## src/rtl/core/ltm_ram.sv

```systemverilog
`default_nettype none
module ltm_ram #(
	parameter int unsigned WIDTH = 8,
	parameter int unsigned DEPTH = 64,
	parameter int unsigned AW    = 6
) (
	input  wire logic             clk,
	input  wire logic             we,
	input  wire logic [AW-1:0]    waddr,
	input  wire logic [WIDTH-1:0] wdata,
	input  wire logic [AW-1:0]    raddr,
	output logic      [WIDTH-1:0] rdata
);

	logic [WIDTH-1:0] mem [DEPTH];

	always_ff @(posedge clk) begin
		if (we) begin
			mem[waddr] <= wdata;
		end
		rdata <= mem[raddr];
	end

endmodule
`default_nettype wire

```

## config.mk

```make
export PLATFORM = sky130hd
export DESIGN_NAME = ltm_ram
export DESIGN_NICKNAME = d
export VERILOG_FILES = /design/src/rtl/core/ltm_ram.sv
export SDC_FILE = /design/constraint.sdc
export NUM_CORES = 1
export LEC_CHECK = 0
export ABC_AREA = 1
export BUFFER_PORTS_ARGS = -buffer_cell sky130_fd_sc_hd__buf_2
export CAP_MARGIN = 20
export CORE_ASPECT_RATIO = 1.1
export CORE_MARGIN = 1
export CORE_UTILIZATION = 56
export DETAILED_ROUTE_END_ITERATION = 10
export GPL_ROUTABILITY_DRIVEN = 1
export PLACE_DENSITY_LB_ADDON = 0.05
export SYNTH_ARGS = -nofsm -noshare
export SYNTH_HDL_FRONTEND = slang
export SYNTH_SLANG_ARGS = --single-unit
```

## constraint.sdc

```tcl
create_clock -name clk -period 1.9 [get_ports clk]
set_input_delay 0.095 -clock clk [delete_from_list [all_inputs] [get_ports clk]]
set_output_delay 0.095 -clock clk [all_outputs]
set_load 0.01 [all_outputs]
```

==> out/metrics.csv, run 1 <==
stage,metric,value,unit
global_route,initial antenna violation count,5,
layout,ratio of cells with drive above 1 in the final layout,0.114,
power,Pwr Total,24400,uW
yosys,share of the synthesized area in the top cell type,0.720,
clock_tree,post-cts sizing count,0,
clock_tree,clock transition at the registers of the reported paths,60,ps
global_route,Total Routing Usage GR,0.284,
sta,Worst Skew,23.4,ps
yosys,cell area after synthesis,21300,sq um
sta,RSZ-0062 raised after global routing,false,
placed_design,RD Place Congestion,0.855,
yosys,Synth area leaders,"edfxtp_1, nand2_1, nand3_1",
power,Leakage,0.00889,uW
yosys,synthesized flop and latch total,520,
clock_tree,Root Buffer,clkbuf_16,
clock_tree,Worst-Skew Late Latency,570,ps
clock_tree,H-tree levels,2,
sta,Slew HR,0.597,
global_route,largest net degree at the start of global routing,98,
yosys,synth warn,0,
yosys,"Seq/Total Area, Yosys",0.728,
yosys,synth unique cells,16,
worst_hold_path,worst hold path startpoint,wdata[1],
drt,DRC,0,
sta,final slew viol count,0,
sta,setup TNS,0,ps
power,Power Density,1010,nW/um^2
drt,vias,14000,
global_route,total gr overflow,0,
clock_tree,CTS Sinks,520,
yosys,asr flop ratio synth,0,
sta,crit path time final,1400,ps
drt,drt first pass iters,5,
layout,Final nets,1912,
drt,WL final,53.5,mm
outcome,status,completed,
worst_setup_path,crit path max-delay cell type,edfxtp_1,
floorplanning,IO Count,30,
floorplanning,Core Rows,74,
worst_setup_path,Crit path largest cell delay,360,ps
placed_design,DP Wirelength,31.4,mm
yosys,number of flops mapped to enable cells by yosys,512,
worst_setup_path,kind of start point of the critical path,register,
worst_setup_path,crit path kind,reg2reg,
floorplanning,Die Wd,188,um
floorplanning,core box area,37300,sq um
worst_setup_path,Buffers & Inverters on Critical Path,0,
global_route,vias in the first global route,13600,
yosys,Synth area leader,edfxtp_1,
floorplanning,initial core utilization,0.572,
floorplanning,die area,38900,sq um
placed_design,port bufs,29,
yosys,Mapped Cells,1805,
drt,Via density,5.75,
yosys,commonest cells in the synthesized netlist,"nand2_1, edfxtp_1, nand3_1",
global_route,first-pass GRT wire length,82.3,mm
worst_setup_path,WP data required,2360,ps
worst_setup_path,"Largest delay share family, worst path",simple AND/OR/NAND/NOR gates,
sta,setup violators final,0,
worst_hold_path,hold crit path type,in2reg,
yosys,"Avg Cell Area, Syn",11.8,sq um
layout,area grow syn2layout,13.1,%
job,maxcap violations,0,
sta,Final Hold Viols,0,
yosys,syn_nets,1827,
worst_setup_path,crit path launch,mem[59][4],
drt,Routed WL per cell,22.1,um
drt,DR iter-0 viols,1271,
clock_tree,Clock Tree Buf Depth,3,
sta,worst hold slack,22.7,ps
worst_setup_path,worst r2r src,mem[59][4],
worst_setup_path,critical-path maximum fanout,1,
floorplanning,Die Y,207,um
clock_tree,CTS Buf Count,51,
power,Worst VDD drop,0.783,mV
yosys,Synth Flop Type,edfxtp_1,
worst_setup_path,CP arrival,1860,ps
worst_setup_path,crit end category,register,
clock_tree,TritonCTS clock tree,built,
drt,Detail Route Antenna Nets,0,
sta,Fmax,0.713,GHz
sta,fin crit share,0.739,
sta,actual slew at the worst max-slew pin,604,ps
yosys,top-count cell post-synth,nand2_1,
worst_setup_path,crit-path cells,nand2_1 > nand3_1 > nand3_1 > nand2_1 > nand2_1 > nand3_1 > nand3_1 > nand2_1,
-- worst reg2reg max path: cells and delay by family (launching register included) --
family | cells | cell delay (ps)
flops | 1 | 360
simple gates | 8 | 930
-- cells in the final DEF, fill, tap and decap left out --
| cell type | Yosys | layout |
|---|---|---|
| inv_4 | 0 | 1 |
| clkbuf_1 | 15 | 13 |
| inv_2 | 1 | 1 |
| diode_2 | 0 | 2 |
| nor4_1 | 8 | 8 |
| nor2_1 | 56 | 56 |
| clkbuf_16 | 0 | 53 |
| clkbuf_8 | 0 | 7 |
| dfxtp_1 | 8 | 8 |
| buf_12 | 0 | 20 |
| clkinv_1 | 0 | 7 |
| nand4_1 | 9 | 9 |
| clkinv_2 | 0 | 8 |
| bufinv_16 | 0 | 5 |
| nand2_1 | 648 | 648 |
| inv_1 | 10 | 9 |
| buf_4 | 14 | 96 |
| buf_6 | 35 | 1 |
| dlygate4sd3_1 | 0 | 1 |
| buf_2 | 37 | 27 |
| inv_6 | 1 | 2 |
| edfxtp_1 | 512 | 512 |
| nand3_1 | 439 | 439 |
-- final cells by class --
cell class | instances | area [sq um]
flip-flops and latches | 520 | 15500
clock inverters | 21 | 225
inverters | 12 | 52.6
multi-input cells | 1160 | 4950
well taps | 494 | 618
diodes | 2 | 5.00
fillers | 2875 | 13200
clock buffers | 73 | 1470
repair buffers | 145 | 1280
-- sequential cells by signal (all words and copies together) (netlist names) --
register and flops:
rdata 8, mem 512
-- power breakdown --
group          internal (uW)  leakage (uW)  total, uW  switching (uW)
Combinational            430       0.00338       1560            1130
Sequential             12700       0.00467      12700            34.7
Clock                   6040      0.000836      10100            4110
-- layer usage --
metal	global-route usage	vias up	routed length, um
met5	0	-	41
met4	0.107	6	1840
met3	0.0531	114	4150
met2	0.452	534	25100
met1	0.394	6794	22400
li1	-	6516	-
-- metrics by stage --
stage          instances   util  cell area, sq um  setup slack [ps]
5_1_grt             2425  0.647             24100               404
2_1_floorplan       1805      -             21300              38.9
6_report            2427  0.647             24100               497
3_3_place_gp        2330  0.601             22400              13.4
4_1_cts             2425  0.647             24100               528
3_5_place_dp        2330  0.601             22400              8.60
-- logic make-up after synthesis --
kind of cell | synth area share
and+or+nand+nor | 0.232
DFF | 0.728
buffers and inverters | 0.0402
-- what timing repair did --
| action | in CTS | in global routing |
|---|---|---|
| hold buffers | 1 | 0 |
| buffers inserted | 0 | 0 |
| endpoints found under the hold margin | 2 | 0 |
| endpoints found under the setup margin | 0 | 0 |
-- final timing paths --
| path | end | slack [ps] | depth (start not counted) |
|---|---|---|---|
| min reg2reg | rdata[4] | 850 | 8 |
| min | mem[19][1] | 20 | 1 |
| max | rdata[4] | 500 | 8 |
| max reg2reg | rdata[4] | 500 | 8 |
Note: power is estimated with default switching activity, not from simulation.
==> inputs of run 2 (changes only) <==
- clock period: 1.9 -> 1.25 ns (I/O delays scaled with it)
==> out/metrics.csv, run 2 (same netlist as run 1, synthesis figures left out) <==
stage,metric,value,unit
sta,fin crit share,0.979,
layout,final cell count without fillers,2481,
worst_setup_path,crit path kind,reg2out,
floorplanning,Die Y,207,um
sta,setup violators final,0,
clock_tree,CTS Sinks,520,
drt,Detail Route Antenna Nets,0,
layout,Biggest register,mem,
drt,Via density,5.73,
job,maxcap violations,0,
clock_tree,CTS Buf Count,52,
global_route,first-pass GRT wire length,82.8,mm
worst_hold_path,hold crit path type,in2reg,
floorplanning,IO Count,30,
global_route,vias in the first global route,13600,
worst_setup_path,Buffers & Inverters on Critical Path,1,
worst_setup_path,critical-path maximum fanout,1,
layout,Top Registers,"mem: 512 flops, rdata: 8 flops",
layout,Final nets,1972,
drt,WL final,54.9,mm
global_route,largest net degree at the start of global routing,65,
power,Clock power frac,0.397,
floorplanning,Core Rows,74,
power,Sw Ratio,0.225,
layout,"most common cell after layout, fill and taps aside",nand2_1,
worst_setup_path,WP data required,1190,ps
placed_design,RD Place Congestion,0.948,
worst_setup_path,"Largest delay share family, worst path",flip-flops,
sta,Final Hold Viols,0,
layout,multi-input logic area,5560,sq um
layout,# fillers,2688,
layout,most frequent cells in the layout,"nand2_1, edfxtp_1, nand3_1, buf_4, buf_12",
clock_tree,Root Buffer,clkbuf_16,
layout,max FFs per register,512,
sta,Worst Skew,15.2,ps
power,Flop pwr share,0.525,
sta,Fmax,0.817,GHz
layout,Register Area,15500,sq um
layout,antenna diode count,0,
floorplanning,core box area,37300,sq um
worst_setup_path,kind of start point of the critical path,register,
layout,ratio of cells with drive above 1 in the final layout,0.197,
clock_tree,TritonCTS clock tree,built,
sta,crit path time final,1220,ps
clock_tree,H-tree levels,2,
global_route,total gr overflow,0,
clock_tree,Worst-Skew Late Latency,590,ps
placed_design,post-place instance area,23700,sq um
clock_tree,Clock Tree Buf Depth,3,
floorplanning,Die Wd,188,um
sta,final slew viol count,0,
sta,Slew HR,0.583,
layout,final instance area,25700,sq um
placed_design,DP Wirelength,33.5,mm
power,Leakage,0.00939,uW
placed_design,port bufs,29,
worst_setup_path,crit path max-delay cell type,dfxtp_2,
worst_setup_path,CP arrival,1160,ps
worst_setup_path,Crit path largest cell delay,410,ps
outcome,status,completed,
clock_tree,clock transition at the registers of the reported paths,60,ps
drt,drt first pass iters,6,
worst_setup_path,crit-path cells,buf_2,
global_route,initial antenna violation count,0,
floorplanning,initial core utilization,0.572,
floorplanning,die area,38900,sq um
power,internal power,28600,uW
layout,area grow syn2layout,20.6,%
placed_design,Cells after DPL,2376,
drt,vias,14200,
power,Worst VDD drop,1.20,mV
global_route,Total Routing Usage GR,0.289,
power,Switch Pwr,8320,uW
worst_setup_path,crit end category,output port,
power,Comb pwr share,0.078,
power,Power Density,1440,nW/um^2
sta,actual slew at the worst max-slew pin,623,ps
drt,Routed WL per cell,22.1,um
drt,DRC,0,
drt,DR iter-0 viols,1307,
-- run 2: through the flow --
stage / power [uW] / utilization / worst slack [ps] / setup TNS, ps / hold slack (ps)
global placement: 22400 / 0.635 / -283 / -29340 / 466
detailed placement: 22500 / 0.635 / -298 / -38320 / 472
finish: 36900 / 0.690 / 25.9 / 0 / 128
global route: 38000 / 0.690 / -20.1 / -40.9 / 157
CTS: 37000 / 0.682 / 0.753 / 0 / 99.6
floorplan: 21200 / - / -366 / -104600 / 161
-- run 2: what timing repair did --
item                                    in CTS  in global routing
hold buffers                                10                  0
endpoints found under the setup margin      12                  8
gates resized for setup                     19                 59
gates cloned                                 0                  0
buffers inserted                             0                  4
pin swaps                                    1                 11
endpoints found under the hold margin      189                  0
-- run 2: final timing paths --
check	startpoint	end	slack (ps)	depth (start not counted)
setup reg to reg	mem[17][6]	rdata[6]	50	8
hold reg to reg	mem[12][5]	rdata[5]	800	8
setup / recovery	rdata[0]	rdata[0]	30	1
hold / removal	we	mem[58][7]	130	3
-- run 2: metal layers --
metal | routed length, um | global-route usage | up-vias
li1 | - | - | 6654
met1 | 22400 | 0.398 | 6906
met2 | 26700 | 0.469 | 555
met3 | 4040 | 0.0423 | 112
met4 | 1810 | 0.114 | 0
met5 | 0 | 0 | -
-- run 2: cell type report --
| type | count | area share |
|---|---|---|
| clock inverter | 26 | 0.00783 |
| tap | 494 | 0.0240 |
| timing repair buffer | 204 | 0.0917 |
| multi-input combinational | 1160 | 0.216 |
| clock buffer | 65 | 0.0533 |
| inverter | 12 | 0.00292 |
| sequential | 520 | 0.604 |
-- run 2: power by group through the flow --
stage          registers, uW  logic (uW)  clock network [uW]
6_report               19400        2890               14700
5_1_grt                19400        3100               15500
4_1_cts                19400        2780               14900
3_5_place_dp           19700        2720                   0
3_3_place_gp           19700        2690                   0
2_1_floorplan          19700        1440                   0
-- run 2: worst register-to-register path, cell delays in order (launching register included) --
cell	delay, ps
edfxtp_1	350
nand2_1	80
nand3_1	100
nand3_2	90
nand2_1	70
nand2_1	100
nand3_2	150
nand3_2	100
nand2_1	60
